## src/hdl/ngcrp_pkg.sv

```systemverilog
// Shared constants and register indexes for the grid column ray pick core.
`default_nettype none

package ngcrp_pkg;

    // Configuration register indexes.
    localparam int CFG_IDX_W = 3;
    localparam logic [CFG_IDX_W-1:0] REG_ORIGIN_X = 3'd0;
    localparam logic [CFG_IDX_W-1:0] REG_ORIGIN_Y = 3'd1;
    localparam logic [CFG_IDX_W-1:0] REG_ORIGIN_Z = 3'd2;
    localparam logic [CFG_IDX_W-1:0] REG_DIR_X    = 3'd3;
    localparam logic [CFG_IDX_W-1:0] REG_DIR_Y    = 3'd4;
    localparam logic [CFG_IDX_W-1:0] REG_DIR_Z    = 3'd5;

    localparam int CFG_DATA_W = 32;
    localparam int COORD_W    = 32;
    localparam int DIR_W      = 16;
    localparam int DIFF_W     = 34;
    localparam int DIV_NUM_W  = 47;
    localparam int QUO_W      = 31;
    localparam int DIST_W     = 64;

    // Register reset values.
    localparam logic signed [COORD_W-1:0] ORIGIN_X_RST = 32'sd0;
    localparam logic signed [COORD_W-1:0] ORIGIN_Y_RST = 32'sd0;
    localparam logic signed [COORD_W-1:0] ORIGIN_Z_RST = 32'sd655360;
    localparam logic signed [DIR_W-1:0]   DIR_X_RST    = 16'sd0;
    localparam logic signed [DIR_W-1:0]   DIR_Y_RST    = 16'sd16384;
    localparam logic signed [DIR_W-1:0]   DIR_Z_RST    = 16'sd0;

    // Ray parameter range and the acceptance window of +-1000.0 in Q16.16.
    localparam logic signed [COORD_W-1:0] T_MAX_SAT = 32'sh7FFF_FFFF;
    localparam logic signed [COORD_W-1:0] T_MIN_SAT = 32'sh8000_0000;
    localparam logic signed [COORD_W-1:0] T_LIMIT   = 32'sd65536000;
    localparam logic signed [COORD_W-1:0] T_LIMIT_N = -32'sd65536000;

    localparam logic signed [DIFF_W-1:0] CELL_SIZE = 34'sd65536;

endpackage

`default_nettype wire

```

## src/hdl/nearest_grid_column_ray_pick_core.sv

```systemverilog
// Top level of the grid column ray pick core: slab test, divider and nearest-hit search.
//
// Usage: program the ray with cfg_wr_en / cfg_index / cfg_wr_data while the core is
// idle (origin x, y, z in Q16.16 at indexes 0..2, direction x, y, z in Q2.14 at 3..5).
// Then stream grid columns on the s_ channel (s_col, s_row, s_height, s_last) with
// valid/ready. Each column is tested against the ray; the nearest hit is kept. The
// column marked s_last produces one item on the m_ channel (m_found, m_best_col,
// m_best_row) and clears the search so the next scan starts fresh.
// Sequence: when all three direction components are nonzero, a column runs per axis
// two restoring divisions of 31 steps each through the one shared divider plus setup,
// store and clip states, then the squared distance through a single 32x32 multiplier
// and the compare. A quotient that saturates skips its 31 divider steps, an axis with
// a zero direction is settled without the divider, and a column rejected early skips
// the remaining axes and the distance. s_ready is high only between columns.
// The result sits in an output register; the core takes the next column while it
// waits, and holds only when a new result is due before the old one was taken.
// Reset (synchronous, active low) restores the register defaults, clears the search
// and drops m_valid.
`default_nettype none

module nearest_grid_column_ray_pick_core
    import ngcrp_pkg::*;
#(
    parameter int GRID_SIDE = 256
) (
    input  wire                  aclk,
    input  wire                  aresetn,
    input  wire                  cfg_wr_en,
    input  wire [CFG_IDX_W-1:0]  cfg_index,
    input  wire [CFG_DATA_W-1:0] cfg_wr_data,
    input  wire                  s_valid,
    output logic                 s_ready,
    input  wire [7:0]            s_col,
    input  wire [7:0]            s_row,
    input  wire [15:0]           s_height,
    input  wire                  s_last,
    output logic                 m_valid,
    input  wire                  m_ready,
    output logic                 m_found,
    output logic [7:0]           m_best_col,
    output logic [7:0]           m_best_row
);

    localparam logic [3:0] ST_IDLE  = 4'd0;
    localparam logic [3:0] ST_AXIS  = 4'd1;
    localparam logic [3:0] ST_DIV   = 4'd2;
    localparam logic [3:0] ST_STORE = 4'd3;
    localparam logic [3:0] ST_CLIP  = 4'd4;
    localparam logic [3:0] ST_CHECK = 4'd5;
    localparam logic [3:0] ST_MUL   = 4'd6;
    localparam logic [3:0] ST_ACC   = 4'd7;
    localparam logic [3:0] ST_CMP   = 4'd8;
    localparam logic [3:0] ST_EMIT  = 4'd9;

    localparam logic [4:0] DIV_LAST = 5'(QUO_W - 1);

    // Configuration registers.
    logic signed [COORD_W-1:0] origin_x_reg, origin_y_reg, origin_z_reg;
    logic signed [DIR_W-1:0]   dir_x_reg, dir_y_reg, dir_z_reg;

    // Sequencer and datapath registers.
    logic [3:0]                state_reg, state_next;
    logic [7:0]                col_reg, col_next;
    logic [7:0]                row_reg, row_next;
    logic [15:0]               height_reg, height_next;
    logic                      last_reg, last_next;
    logic                      hit_reg, hit_next;
    logic [1:0]                axis_reg, axis_next;
    logic                      side_reg, side_next;
    logic [4:0]                cnt_reg, cnt_next;
    logic [15:0]               rem_reg, rem_next;
    logic [QUO_W-1:0]          quo_reg, quo_next;
    logic [DIR_W-1:0]          dm_reg, dm_next;
    logic                      neg_reg, neg_next;
    logic                      sat_reg, sat_next;
    logic signed [COORD_W-1:0] ta_reg, ta_next;
    logic signed [COORD_W-1:0] tb_reg, tb_next;
    logic signed [COORD_W-1:0] enter_reg, enter_next;
    logic signed [COORD_W-1:0] exit_reg, exit_next;
    logic [DIST_W-1:0]         prod_reg, prod_next;
    logic [DIST_W-1:0]         dist_reg, dist_next;
    logic [DIST_W-1:0]         best_dist_reg, best_dist_next;
    logic [7:0]                best_col_reg, best_col_next;
    logic [7:0]                best_row_reg, best_row_next;
    logic                      any_hit_reg, any_hit_next;
    logic                      m_valid_reg, m_valid_next;
    logic                      m_found_reg, m_found_next;
    logic [7:0]                m_col_reg, m_col_next;
    logic [7:0]                m_row_reg, m_row_next;

    // Per-axis selection of bounds, origin and direction.
    logic signed [DIFF_W-1:0] sel_lo, sel_hi, sel_o;
    logic signed [DIR_W-1:0]  sel_d;
    logic signed [DIFF_W-1:0] slab_diff;
    logic [DIFF_W-2:0]        slab_mag;
    logic [DIV_NUM_W-1:0]     div_num;
    logic [DIR_W-1:0]         dir_mag;
    logic                     div_sat;
    logic [16:0]              div_shift;
    logic                     div_ge;
    logic signed [COORD_W-1:0] quo_signed;
    logic signed [COORD_W-1:0] t_lo, t_hi;
    logic signed [DIFF_W-1:0] dist_diff;
    logic [COORD_W-1:0]       dist_mag;
    logic [DIST_W:0]          dist_sum;
    logic                     in_grid;
    logic                     window_ok;

    always_comb begin
        unique case (axis_reg)
            2'd0: begin
                sel_lo = $signed({10'b0, col_reg, 16'b0});
                sel_hi = sel_lo + CELL_SIZE;
                sel_o  = DIFF_W'(origin_x_reg);
                sel_d  = dir_x_reg;
            end
            2'd1: begin
                sel_lo = $signed({10'b0, row_reg, 16'b0});
                sel_hi = sel_lo + CELL_SIZE;
                sel_o  = DIFF_W'(origin_y_reg);
                sel_d  = dir_y_reg;
            end
            2'd2: begin
                sel_lo = '0;
                sel_hi = $signed({10'b0, height_reg, 8'b0});
                sel_o  = DIFF_W'(origin_z_reg);
                sel_d  = dir_z_reg;
            end
            default: begin
                sel_lo = '0;
                sel_hi = '0;
                sel_o  = '0;
                sel_d  = '0;
            end
        endcase
    end

    // Numerator magnitude is |bound - origin| * 2^14; the quotient saturates when it
    // would reach 2^31, so the divider only ever produces 31 bits.
    assign slab_diff = (side_reg ? sel_hi : sel_lo) - sel_o;
    assign slab_mag  = slab_diff[DIFF_W-1] ? (DIFF_W-1)'(-slab_diff)
                                           : slab_diff[DIFF_W-2:0];
    assign div_num   = {slab_mag, 14'b0};
    assign dir_mag   = sel_d[DIR_W-1] ? DIR_W'(-sel_d) : sel_d;
    assign div_sat   = div_num >= {dir_mag, 31'b0};

    assign div_shift = {rem_reg, quo_reg[QUO_W-1]};
    assign div_ge    = div_shift >= {1'b0, dm_reg};

    assign quo_signed = neg_reg ? -$signed({1'b0, quo_reg}) : $signed({1'b0, quo_reg});

    assign t_lo = (ta_reg > tb_reg) ? tb_reg : ta_reg;
    assign t_hi = (ta_reg > tb_reg) ? ta_reg : tb_reg;

    // Squared distance terms: x0 - ox, y0 - oy, top - oz, all below 2^32 in magnitude.
    assign dist_diff = ((axis_reg == 2'd2) ? sel_hi : sel_lo) - sel_o;
    assign dist_mag  = dist_diff[DIFF_W-1] ? COORD_W'(-dist_diff) : dist_diff[COORD_W-1:0];
    assign dist_sum  = {1'b0, dist_reg} + {1'b0, prod_reg};

    assign in_grid   = ({24'b0, s_col} < 32'(GRID_SIDE)) && ({24'b0, s_row} < 32'(GRID_SIDE));
    assign window_ok = (enter_reg <= exit_reg) && (enter_reg <= T_LIMIT)
                       && (exit_reg >= T_LIMIT_N);

    always_comb begin
        state_next     = state_reg;
        col_next       = col_reg;
        row_next       = row_reg;
        height_next    = height_reg;
        last_next      = last_reg;
        hit_next       = hit_reg;
        axis_next      = axis_reg;
        side_next      = side_reg;
        cnt_next       = cnt_reg;
        rem_next       = rem_reg;
        quo_next       = quo_reg;
        dm_next        = dm_reg;
        neg_next       = neg_reg;
        sat_next       = sat_reg;
        ta_next        = ta_reg;
        tb_next        = tb_reg;
        enter_next     = enter_reg;
        exit_next      = exit_reg;
        prod_next      = prod_reg;
        dist_next      = dist_reg;
        best_dist_next = best_dist_reg;
        best_col_next  = best_col_reg;
        best_row_next  = best_row_reg;
        any_hit_next   = any_hit_reg;
        m_valid_next   = m_valid_reg && !m_ready;
        m_found_next   = m_found_reg;
        m_col_next     = m_col_reg;
        m_row_next     = m_row_reg;

        unique case (state_reg)
            ST_IDLE: begin
                if (s_valid) begin
                    col_next    = s_col;
                    row_next    = s_row;
                    height_next = s_height;
                    last_next   = s_last;
                    hit_next    = in_grid;
                    axis_next   = 2'd0;
                    side_next   = 1'b0;
                    enter_next  = T_MIN_SAT;
                    exit_next   = T_MAX_SAT;
                    state_next  = ST_AXIS;
                end
            end
            ST_AXIS: begin
                if (!hit_reg || axis_reg == 2'd3) begin
                    state_next = ST_CHECK;
                end else if (sel_d == '0) begin
                    // The slab places no bound on t; it only decides hit or miss.
                    hit_next  = (sel_o >= sel_lo) && (sel_o <= sel_hi);
                    axis_next = axis_reg + 2'd1;
                end else begin
                    neg_next   = slab_diff[DIFF_W-1] ^ sel_d[DIR_W-1];
                    dm_next    = dir_mag;
                    sat_next   = div_sat;
                    rem_next   = div_num[DIV_NUM_W-1:QUO_W];
                    quo_next   = div_num[QUO_W-1:0];
                    cnt_next   = '0;
                    state_next = div_sat ? ST_STORE : ST_DIV;
                end
            end
            ST_DIV: begin
                rem_next = div_ge ? 16'(div_shift - {1'b0, dm_reg}) : div_shift[15:0];
                quo_next = {quo_reg[QUO_W-2:0], div_ge};
                cnt_next = cnt_reg + 5'd1;
                if (cnt_reg == DIV_LAST) begin
                    state_next = ST_STORE;
                end
            end
            ST_STORE: begin
                if (!side_reg) begin
                    ta_next    = sat_reg ? (neg_reg ? T_MIN_SAT : T_MAX_SAT) : quo_signed;
                    side_next  = 1'b1;
                    state_next = ST_AXIS;
                end else begin
                    tb_next    = sat_reg ? (neg_reg ? T_MIN_SAT : T_MAX_SAT) : quo_signed;
                    side_next  = 1'b0;
                    state_next = ST_CLIP;
                end
            end
            ST_CLIP: begin
                if (t_lo > enter_reg) begin
                    enter_next = t_lo;
                end
                if (t_hi < exit_reg) begin
                    exit_next = t_hi;
                end
                axis_next  = axis_reg + 2'd1;
                state_next = ST_AXIS;
            end
            ST_CHECK: begin
                if (hit_reg && window_ok) begin
                    axis_next  = 2'd0;
                    dist_next  = '0;
                    state_next = ST_MUL;
                end else begin
                    state_next = ST_EMIT;
                end
            end
            ST_MUL: begin
                prod_next  = {32'b0, dist_mag} * {32'b0, dist_mag};
                state_next = ST_ACC;
            end
            ST_ACC: begin
                dist_next = dist_sum[DIST_W] ? '1 : dist_sum[DIST_W-1:0];
                if (axis_reg == 2'd2) begin
                    state_next = ST_CMP;
                end else begin
                    axis_next  = axis_reg + 2'd1;
                    state_next = ST_MUL;
                end
            end
            ST_CMP: begin
                // Strict less keeps the earliest column on equal distance.
                if (dist_reg < best_dist_reg) begin
                    best_dist_next = dist_reg;
                    best_col_next  = col_reg;
                    best_row_next  = row_reg;
                    any_hit_next   = 1'b1;
                end
                state_next = ST_EMIT;
            end
            ST_EMIT: begin
                if (!last_reg) begin
                    state_next = ST_IDLE;
                end else if (!m_valid_reg || m_ready) begin
                    m_valid_next   = 1'b1;
                    m_found_next   = any_hit_reg;
                    m_col_next     = best_col_reg;
                    m_row_next     = best_row_reg;
                    best_dist_next = '1;
                    best_col_next  = '0;
                    best_row_next  = '0;
                    any_hit_next   = 1'b0;
                    state_next     = ST_IDLE;
                end
            end
            default: begin
                state_next = ST_IDLE;
            end
        endcase
    end

    always_ff @(posedge aclk) begin
        if (!aresetn) begin
            state_reg     <= ST_IDLE;
            best_dist_reg <= '1;
            best_col_reg  <= '0;
            best_row_reg  <= '0;
            any_hit_reg   <= 1'b0;
            m_valid_reg   <= 1'b0;
            m_found_reg   <= 1'b0;
            m_col_reg     <= '0;
            m_row_reg     <= '0;
        end else begin
            state_reg     <= state_next;
            best_dist_reg <= best_dist_next;
            best_col_reg  <= best_col_next;
            best_row_reg  <= best_row_next;
            any_hit_reg   <= any_hit_next;
            m_valid_reg   <= m_valid_next;
            m_found_reg   <= m_found_next;
            m_col_reg     <= m_col_next;
            m_row_reg     <= m_row_next;
        end
    end

    always_ff @(posedge aclk) begin
        col_reg    <= col_next;
        row_reg    <= row_next;
        height_reg <= height_next;
        last_reg   <= last_next;
        hit_reg    <= hit_next;
        axis_reg   <= axis_next;
        side_reg   <= side_next;
        cnt_reg    <= cnt_next;
        rem_reg    <= rem_next;
        quo_reg    <= quo_next;
        dm_reg     <= dm_next;
        neg_reg    <= neg_next;
        sat_reg    <= sat_next;
        ta_reg     <= ta_next;
        tb_reg     <= tb_next;
        enter_reg  <= enter_next;
        exit_reg   <= exit_next;
        prod_reg   <= prod_next;
        dist_reg   <= dist_next;
    end

    always_ff @(posedge aclk) begin
        if (!aresetn) begin
            origin_x_reg <= ORIGIN_X_RST;
            origin_y_reg <= ORIGIN_Y_RST;
            origin_z_reg <= ORIGIN_Z_RST;
            dir_x_reg    <= DIR_X_RST;
            dir_y_reg    <= DIR_Y_RST;
            dir_z_reg    <= DIR_Z_RST;
        end else if (cfg_wr_en) begin
            unique case (cfg_index)
                REG_ORIGIN_X: origin_x_reg <= cfg_wr_data;
                REG_ORIGIN_Y: origin_y_reg <= cfg_wr_data;
                REG_ORIGIN_Z: origin_z_reg <= cfg_wr_data;
                REG_DIR_X:    dir_x_reg    <= cfg_wr_data[DIR_W-1:0];
                REG_DIR_Y:    dir_y_reg    <= cfg_wr_data[DIR_W-1:0];
                REG_DIR_Z:    dir_z_reg    <= cfg_wr_data[DIR_W-1:0];
                default: begin
                end
            endcase
        end
    end

    assign s_ready    = (state_reg == ST_IDLE);
    assign m_valid    = m_valid_reg;
    assign m_found    = m_found_reg;
    assign m_best_col = m_col_reg;
    assign m_best_row = m_row_reg;

    // An empty search must still carry the no-hit distance.
    a_empty_search : assert property (@(posedge aclk) disable iff (!aresetn)
        !any_hit_reg |-> (&best_dist_reg))
        else $error("search state without a hit lost its reset distance");

    // A result without a hit reports column and row zero.
    a_no_hit_zero : assert property (@(posedge aclk) disable iff (!aresetn)
        (m_valid && !m_found) |-> (m_best_col == 8'd0 && m_best_row == 8'd0))
        else $error("no-hit result carries a nonzero position");

    // Accepting a column starts the sequencer, so ready drops.
    a_busy_after_accept : assert property (@(posedge aclk) disable iff (!aresetn)
        (s_valid && s_ready) |=> !s_ready)
        else $error("core still ready after taking a column");

    // The divider never runs past its last quotient bit.
    a_div_count : assert property (@(posedge aclk) disable iff (!aresetn)
        (state_reg == ST_DIV) |-> (cnt_reg <= DIV_LAST))
        else $error("divider step count overran");

endmodule

`default_nettype wire

```

## config.mk

```make
export PLATFORM = sky130hd
export DESIGN_NAME = nearest_grid_column_ray_pick_core
export DESIGN_NICKNAME = d
export VERILOG_FILES = /design/src/hdl/ngcrp_pkg.sv /design/src/hdl/nearest_grid_column_ray_pick_core.sv
export SDC_FILE = /design/constraint.sdc
export NUM_CORES = 2
export LEC_CHECK = 0
export CAP_MARGIN = 25
export CORE_ASPECT_RATIO = 1.75
export CORE_MARGIN = 2
export CORE_UTILIZATION = 50
export DETAILED_ROUTE_END_ITERATION = 8
export DONT_BUFFER_PORTS = 1
export SETUP_SLACK_MARGIN = 0.3
export SLEW_MARGIN = 15
export SYNTH_ARGS = -nofsm -noshare
export SYNTH_HDL_FRONTEND = slang
export SYNTH_SLANG_ARGS = --single-unit
```

## constraint.sdc

```tcl
create_clock -name aclk -period 19.52 [get_ports aclk]
set_input_delay 0.976 -clock aclk [delete_from_list [all_inputs] [get_ports aclk]]
set_output_delay 0.976 -clock aclk [all_outputs]
set_load 0.005 [all_outputs]
```

==> metrics <==
Initial Util 50.4%; TritonCTS clock tree yes; Finished Cell Area roughly 0.07 mm²; clock transition at the registers of the reported paths 0.07 ns; instance count of the mapped netlist a little over 7000; worst slew pin tran 1.19 ns; Placer Congestion between 1 and 1.5; Antenna Violating Nets Remaining 0; Tmin final 16.10 ns; run status complete, no violations; fin. max-slew vios 0; slowest CP cell nor4_1; DIE AREA ~0.14 mm²; Reg2Reg Setup Slack 3.42 ns; core area 0.133 mm²; nets@finish 8633; CP Max Fanout 34; Worst-Skew Late Latency 0.73 ns; crit path kind reg -> reg; CP Capture Type flip-flop; total track usage 33.5%; CTS sink cnt between 600 and 700; number of flops mapped to enable cells by yosys ~360; I/O Buffers 0; Via Count 52300; origin of the worst min-delay path s_last; vias per cell 5.83; Mapped Area 0.0670 mm²; MaxCap Viol Count 0; # setup viols final 0; Yosys cell types 90; Avg Inst Size Synth 9.27 µm²; slowest stage delay, CP 0.88 ns; HPWL Detailed 181000 µm; Worst EP required between 15 and 20 ns; setup_tns 0 ns; number of fill cells in the layout 12400; Critical Path AT between 15 and 20 ns; register area share after synthesis 23.6%; post-placement setup slack 3.66 ns; Multi-input gate area 0.0459 mm²; worst hold path type in -> reg; Critical Path Start Type flip-flop; FF-to-FF End prod_reg[63]; WL/cell 25.2 µm; first-pass GRT wire length around 340000 µm; CTS Hold Buffers Added 0; worst setup margin 3.42 ns; vias in the first global route 55700; TritonCTS Buffers 61; initial antenna violation count 10; die height 488 µm; DRC 0; row count 177; Longest Clk Path Bufs 3; Final Hold Viols 0; CTS Root Cell clkbuf_16; maximum clock frequency 0.0621 GHz; CTS H-tree lvls 2; Async S/R FF share, synth 0%; register bit total from synthesis roughly 610; Routed WL roughly 230000 µm; share of layout cells above drive strength 1 5.02%; Most used DFF post-synth edfxtp_1; post-CTS setup buffers 0; Crit Reg-Reg Startpoint axis_reg[1]; post-cts resize count 0; global route overflow 0; P&R area growth vs syn 6.79%; Placed Area 0.0693 mm²; RSZ-0062 raised after global routing no; register area 0.0158 mm²; Rel. slew slack around a fifth; hold depth 0; Worst Reg-to-Reg Cells 50; synth warn 0; IO Pins 92; largest net degree at the start of global routing roughly 170; hold worst-path end last_reg; post-route clock period utilization 82.5%; 1st-pass router iterations 9; DIE WIDTH 281 µm; Final Skew 0.0660 ns; drt first-iter violations 3263
-- critical path, delay by kind of cell, from the launching register on --
family	cells	cell delay, ns
buffers and inverters	12	2.29
muxes	2	0.47
DFF	1	0.43
AOI/OAI and AO/OA	11	2.75
adders and majority gates	12	5.93
xor gates and xnor gates	3	0.93
and+or+nand+nor	10	3.00
-- synthesized netlist by cell type (all sizes together), types with 16 or more instances --
| library cell | number | area [µm²] |
|---|---|---|
| a211oi | 24 | 193 |
| buf | 39 | 181 |
| nand2b | 85 | 532 |
| nand2 | 833 | 3130 |
| or2 | 26 | 163 |
| ha | 621 | 7770 |
| edfxtp | 362 | 10900 |
| nand3 | 78 | 390 |
| fa | 815 | 16300 |
| o21ai | 209 | 1050 |
| a2bb2oi | 66 | 578 |
| dfxtp | 247 | 4940 |
| nand4 | 94 | 588 |
| and3 | 35 | 219 |
| a21oi | 333 | 1670 |
| mux2i | 39 | 390 |
| a21o | 212 | 1590 |
| o31ai | 22 | 165 |
| a221o | 16 | 160 |
| a222oi | 40 | 400 |
| inv | 1197 | 4490 |
| a31oi | 47 | 294 |
| nor4 | 27 | 175 |
| nor2b | 51 | 319 |
| or3 | 36 | 230 |
| a21boi | 174 | 1310 |
| xor2 | 107 | 937 |
| clkbuf | 259 | 972 |
| xnor2 | 146 | 1290 |
| o211ai | 17 | 128 |
| o21a | 64 | 480 |
| a22o | 19 | 166 |
| nor3 | 66 | 330 |
| and2 | 84 | 526 |
| nor2 | 477 | 1810 |
| o21bai | 28 | 210 |
| mux2 | 32 | 360 |
-- placed cells by master, fill, tap and decap left out, drive strengths merged, types with 107 or more instances in the layout --
cell	n
a21o	212
a21boi	174
edfxtp	362
buf	121
nand2	833
ha	621
xnor2	146
dfxtp	247
a21oi	333
o21ai	209
nor2	477
xor2	107
inv	1201
fa	815
-- per-stage QoR --
step	util, %	cells	hold slack, ns
detailed placement	52.1	8844	0.441
global route	53.8	8966	0.341
global placement	52.0	8839	0.433
CTS	53.7	8958	0.315
floorplan	-	7236	0.425
finish	53.8	8970	0.341
-- cell families after synthesis --
logic type / synth area share (%)
xor+xnor: 3.35
compound gates: 14.2
other cells: 0.0112
fa+ha+maj: 35.9
buf+inv: 8.44
flops: 23.6
mux: 1.12
simple gates: 13.3
-- area by class of cell --
type | count | area share [%]
multi-input combinational | 5129 | 64.1
sequential | 609 | 22.1
tap | 1790 | 3.13
clock inverter | 42 | 0.788
antenna | 5 | 0.0175
clock buffer | 72 | 2.27
inverter | 1200 | 6.29
timing repair buffer | 123 | 1.30
-- metal layers --
metal  share of wire, %  wire length [µm]  up-vias  track usage, %
met1                 32             71300    25900            31.8
li1                   -                 -    23800               -
met2                 52            118000     1716            61.7
met5              0.032                73        -               0
met4                 11             24900       10            30.0
met3                5.2             11700      863            5.25
-- worst max path at each step --
stage	end	cells past startpoint	slack, ns	startpoint
finish	prod_reg[63]	50	3.42	axis_reg[1]
CTS	prod_reg[63]	51	3.64	axis_reg[1]
global placement	prod_reg[63]	46	3.36	axis_reg[0]
global route	prod_reg[63]	50	2.73	axis_reg[1]
detailed placement	prod_reg[63]	51	3.66	axis_reg[1]
floorplan	prod_reg[63]	46	5.85	axis_reg[0]
Power is not shown: default switching activity piles up to over one toggle a cycle in this logic, so the estimate is an artifact.
